<file path="src/rtl/ism_pkg.sv">
// Shared types and constants for the Ising Metropolis site update unit.
// No dependencies; imported by ism_cfg, ism_core and the top level.
package ism_pkg;

  // lattice geometry
  localparam int SITES      = 1024;
  localparam int NEIGHBOURS = 8;
  localparam int SITE_W     = 10;
  localparam int SLOT_W     = 3;
  localparam int NB_ADDR_W  = SITE_W + SLOT_W;
  localparam int NB_DEPTH   = SITES * NEIGHBOURS;
  localparam int NB_ENTRY_W = SITE_W + 1;

  // neighbour scan: one slot per cycle plus the RAM read latency
  localparam int SCAN_LAST = NEIGHBOURS + 1;
  localparam int SCAN_W    = $clog2(SCAN_LAST + 1);

  // sum of up to eight +-1 spins, and the energy change
  localparam int SUM_W = 5;
  localparam int DE_W  = 6;
  localparam int THR_W = 16;
  localparam int RND_W = 16;
  localparam int NUM_THR = 8;

  // stream words
  localparam int S_TDATA_W = 48;
  localparam int S_TUSER_W = 2;
  localparam int M_TDATA_W = 24;

  // configuration port
  localparam int PADDR_W = 5;
  localparam int PDATA_W = 32;

  typedef enum logic [1:0] {
    MODE_LOAD   = 2'd0,
    MODE_SET    = 2'd1,
    MODE_UPDATE = 2'd2
  } mode_t;

  typedef enum logic [2:0] {
    ST_CLEAR,
    ST_IDLE,
    ST_READ,
    ST_SCAN,
    ST_EVAL,
    ST_RESULT
  } state_t;

  // acceptance thresholds, entry i for DE = 2*(i+1)
  typedef struct packed {
    logic [NUM_THR-1:0][THR_W-1:0] thr;
  } cfg_t;

endpackage

</file>
<file path="src/rtl/ism_cfg.sv">
// APB-style register file holding the eight acceptance thresholds.
// Depends on ism_pkg.
module ism_cfg (
  input  logic                        clk,
  input  logic                        rst,
  input  logic                        psel,
  input  logic                        penable,
  input  logic                        pwrite,
  input  logic [ism_pkg::PADDR_W-1:0] paddr,
  input  logic [ism_pkg::PDATA_W-1:0] pwdata,
  output logic [ism_pkg::PDATA_W-1:0] prdata,
  output logic                        pready,
  output ism_pkg::cfg_t               cfg
);
  import ism_pkg::*;

  logic [$clog2(NUM_THR)-1:0] idx;
  logic                       wr;

  assign pready = 1'b1;
  assign idx    = paddr[PADDR_W-1:2];
  assign wr     = psel && penable && pwrite && pready;

  // threshold registers
  always_ff @(posedge clk) begin
    if (rst) begin
      cfg.thr <= '0;
    end else if (wr) begin
      cfg.thr[idx] <= pwdata[THR_W-1:0];
    end
  end

  // read back
  assign prdata = {{(PDATA_W-THR_W){1'b0}}, cfg.thr[idx]};

endmodule

</file>
<file path="config.mk">
export PLATFORM = sky130hd
export DESIGN_NAME = ism_cfg
export DESIGN_NICKNAME = d
export VERILOG_FILES = /design/src/rtl/ism_pkg.sv /design/src/rtl/ism_cfg.sv
export SDC_FILE = /design/constraint.sdc
export NUM_CORES = 1
export LEC_CHECK = 0
export BUFFER_PORTS_ARGS = -buffer_cell sky130_fd_sc_hd__buf_2
export CORE_ASPECT_RATIO = 0.5
export CORE_MARGIN = 1.5
export CORE_UTILIZATION = 39
export CTS_BUF_LIST = sky130_fd_sc_hd__clkbuf_4 sky130_fd_sc_hd__clkbuf_8
export DETAILED_ROUTE_END_ITERATION = 7
export SLEW_MARGIN = 20
export SYNTH_ARGS = -nofsm -noshare
export SYNTH_HDL_FRONTEND = slang
export SYNTH_SLANG_ARGS = --single-unit
</file>
<file path="constraint.sdc">
create_clock -name clk -period 3.7 [get_ports clk]
set_input_delay 0.74 -clock clk [delete_from_list [all_inputs] [get_ports clk]]
set_output_delay 0.74 -clock clk [all_outputs]
set_load 0.03 [all_outputs]
</file>
==> impl_metrics.py <==
metrics = {
    "routing": {
        "drt-initial-drc-count": 182,
        "vias_per_cell": 4.835,
        "wl_mm": 16.25,
        "ant_nets": 0,
        "vias": 4453,
        "drt-pass1-iter-count": 4,
        "drc": 0,
        "wl_per_cell_um": 17.64,
    },
    "floorplan": {
        "core_um2": 15660,
        "dieHeight_um": 93.19,
        "design.die.area_um2": 17090,
        "die_w_um": 183.4,
        "rows": 32,
        "start_util_pct": 40.53,
        "io_pins": 203,
    },
    "finish": {
        "largest_register_ffs": 128,
        "layout_common_cells": "buf_2 (167), nand2b_1 (144), mux2i_1 (131)",
        "stdcell_area_um2": 7526,
        "nFillCells": 1531,
        "final_nets": 730,
        "layoutNonFillerInstCount": 921,
        "antennaDiodeCount": 0,
        "top_register": "cfg",
        "final_common_cell": "buf_2",
        "reg.largest.list": "cfg: 128 flops",
        "final_layout_size_suffix_gt1_share_pct": 33.86,
        "area_growth_pct": 18.62,
    },
    "synthesis": {
        "yosysUniqueCellTypes": 32,
        "seq_area_frac_synth_pct": 40.39,
        "ys_top_cells_by_area": "dfxtp_1 (40%), mux2i_1 (21%), nand2b_1 (14%)",
        "synth.top_cell.area_share_pct": 40.39,
        "yosysTopAreaCell": "dfxtp_1",
        "ys_ff_latch": 128,
        "avgSynthCellArea_um2": 11.54,
        "synth-compound-area-share_pct": 0.7691,
        "synth_mux_area_share_pct": 34.81,
        "synthXorXnorAreaFrac_pct": 0,
        "synth_top_family_by_area": "multiplexers",
        "synthAdderAreaFrac_pct": 0,
        "yosysWarnings": 0,
        "synth_area_um2": 6345,
        "synth-simple-area-share_pct": 16.80,
        "syn_inst": 550,
    },
    "global_route": {
        "grt_max_degree": 49,
        "grt_antenna_before_repair": 0,
        "overflow": 0,
        "grt_pass1_vias": 4416,
        "grt_pass1_wl_mm": 25.49,
        "track_usage_pct": 19.73,
    },
    "sta": {
        "report.final.setup_viol": 0,
        "layout_setup_ws_ps": 421.5,
        "hold_viol_final": 0,
        "maxSlewHeadroom_pct": 53.45,
        "drv_slew": 0,
        "setup_tns_ps": 0,
        "fin_crit_ps": 3279,
        "tightest_slew_ps": 698.2,
        "fin_crit_sh_pct": 88.61,
        "finClkSkew_ps": 0,
        "rsz0062_at_grt": "no",
        "max_freq_mhz": 305.0,
    },
    "cts": {
        "cts_root_buf": "clkbuf_8",
        "clock_latency_ps": 420,
        "clock_path_buffers": 2,
        "post_cts_resize_count": 0,
        "cts_buffers": 17,
        "cts_setup_buffers": 0,
        "cts.sinks": 128,
        "htreeDepth": 4,
        "clk_pin_slew_ps": 80,
        "hold_buffers": 0,
        "cts_tree": "yes",
    },
    "hold_path": {
        "hold_class": "reg2reg",
    },
    "power_and_ir_drop": {
        "power_density_nw_per_um2": 373.9,
        "ir_worst_vdd_mv": 0.1666,
        "p_leak_uw": 0.004076,
        "power_uw": 2814,
    },
    "place": {
        "hpwl_mm": 11.49,
        "post-place-ws_ps": 409.5,
        "place_congestion": 0.7416,
        "io_buffers": 167,
        "dp_cells": 890,
        "place_area_um2": 7138,
    },
    "setup_path": {
        "path_class": "in2out",
        "crit_required_ps": 2960,
        "endpoint_kind": "output port",
        "critPathMaxFanout": 22,
        "start_kind": "input port",
        "worst_ep_arrival_time_ps": 2540,
    },
    "flow_run": {
        "drv_cap": 0,
    },
    "run_status": {
        "status": "complete, no violations",
    },
}
critical path, stage by stage:
cell      delay (ps)
buf_2            530
buf_4            360
mux2_2           360
a21oi_1          120
o221ai_1         160
buf_2            220
final timing paths:
path	from	endpoint	slack (ps)	depth (start not counted)
hold reg to reg	cfg[0]	cfg[0]	490	2
setup reg to reg	cfg[52]	cfg[52]	3030	2
hold / removal	cfg[0]	cfg[0]	490	2
setup / recovery	paddr[2]	prdata[13]	420	6
cell usage after synthesis, drive strengths merged:
| library cell | instances |
|---|---|
| and4b | 2 |
| conb | 2 |
| mux4 | 28 |
| and2 | 2 |
| and3 | 1 |
| nand3 | 2 |
| and4 | 1 |
| inv | 1 |
| a211o | 1 |
| nand2 | 8 |
| nand2b | 144 |
| o221ai | 1 |
| nor3 | 1 |
| clkbuf | 15 |
| buf | 56 |
| and2b | 2 |
| mux2i | 131 |
| o21ai | 1 |
| nor2 | 2 |
| dfxtp | 128 |
| a21oi | 2 |
| nand3b | 1 |
| a22oi | 1 |
| o32ai | 1 |
| mux2 | 16 |
routing by layer:
layer / global-route usage [%] / routed length (um)
met1: 25.29 / 7509
met2: 32.92 / 7798
met3: 4.050 / 751
met4: 7.582 / 192
met5: 0 / 0
per-stage QoR:
step | hold slack [ps] | util (%)
after floorplan | 602.8 | -
after global placement | 469.2 | 45.60
after detailed placement | 472.3 | 45.60
after CTS | 490.0 | 48.07
after global routing | 509.1 | 48.07
final | 485.3 | 48.07
cell type report:
cell class | count | area [um^2] | area share, %
inverter | 1 | 3.754 | 0.04988
multi-input combinational | 365 | 3387 | 45.00
timing repair buffer | 175 | 908.4 | 12.07
sequential | 128 | 2562 | 34.05
clock inverter | 13 | 140.1 | 1.862
clock buffer | 18 | 247.7 | 3.292
tap | 221 | 276.5 | 3.674
power breakdown:
group          total, uW  switching, uW  internal, uW
Sequential          1390           7.82          1390
Combinational        223            142          81.1
Clock               1200            582           614
Total               2810            732          2080
cells by family after synthesis:
| logic type | count (synthesis) |
|---|---|
| DFF | 128 |
| muxes | 175 |
| buffers and inverters | 72 |
| and+or+nand+nor | 166 |
| AOI/OAI and AO/OA | 7 |
| other | 2 |
Power figures use the tool's default switching activity.
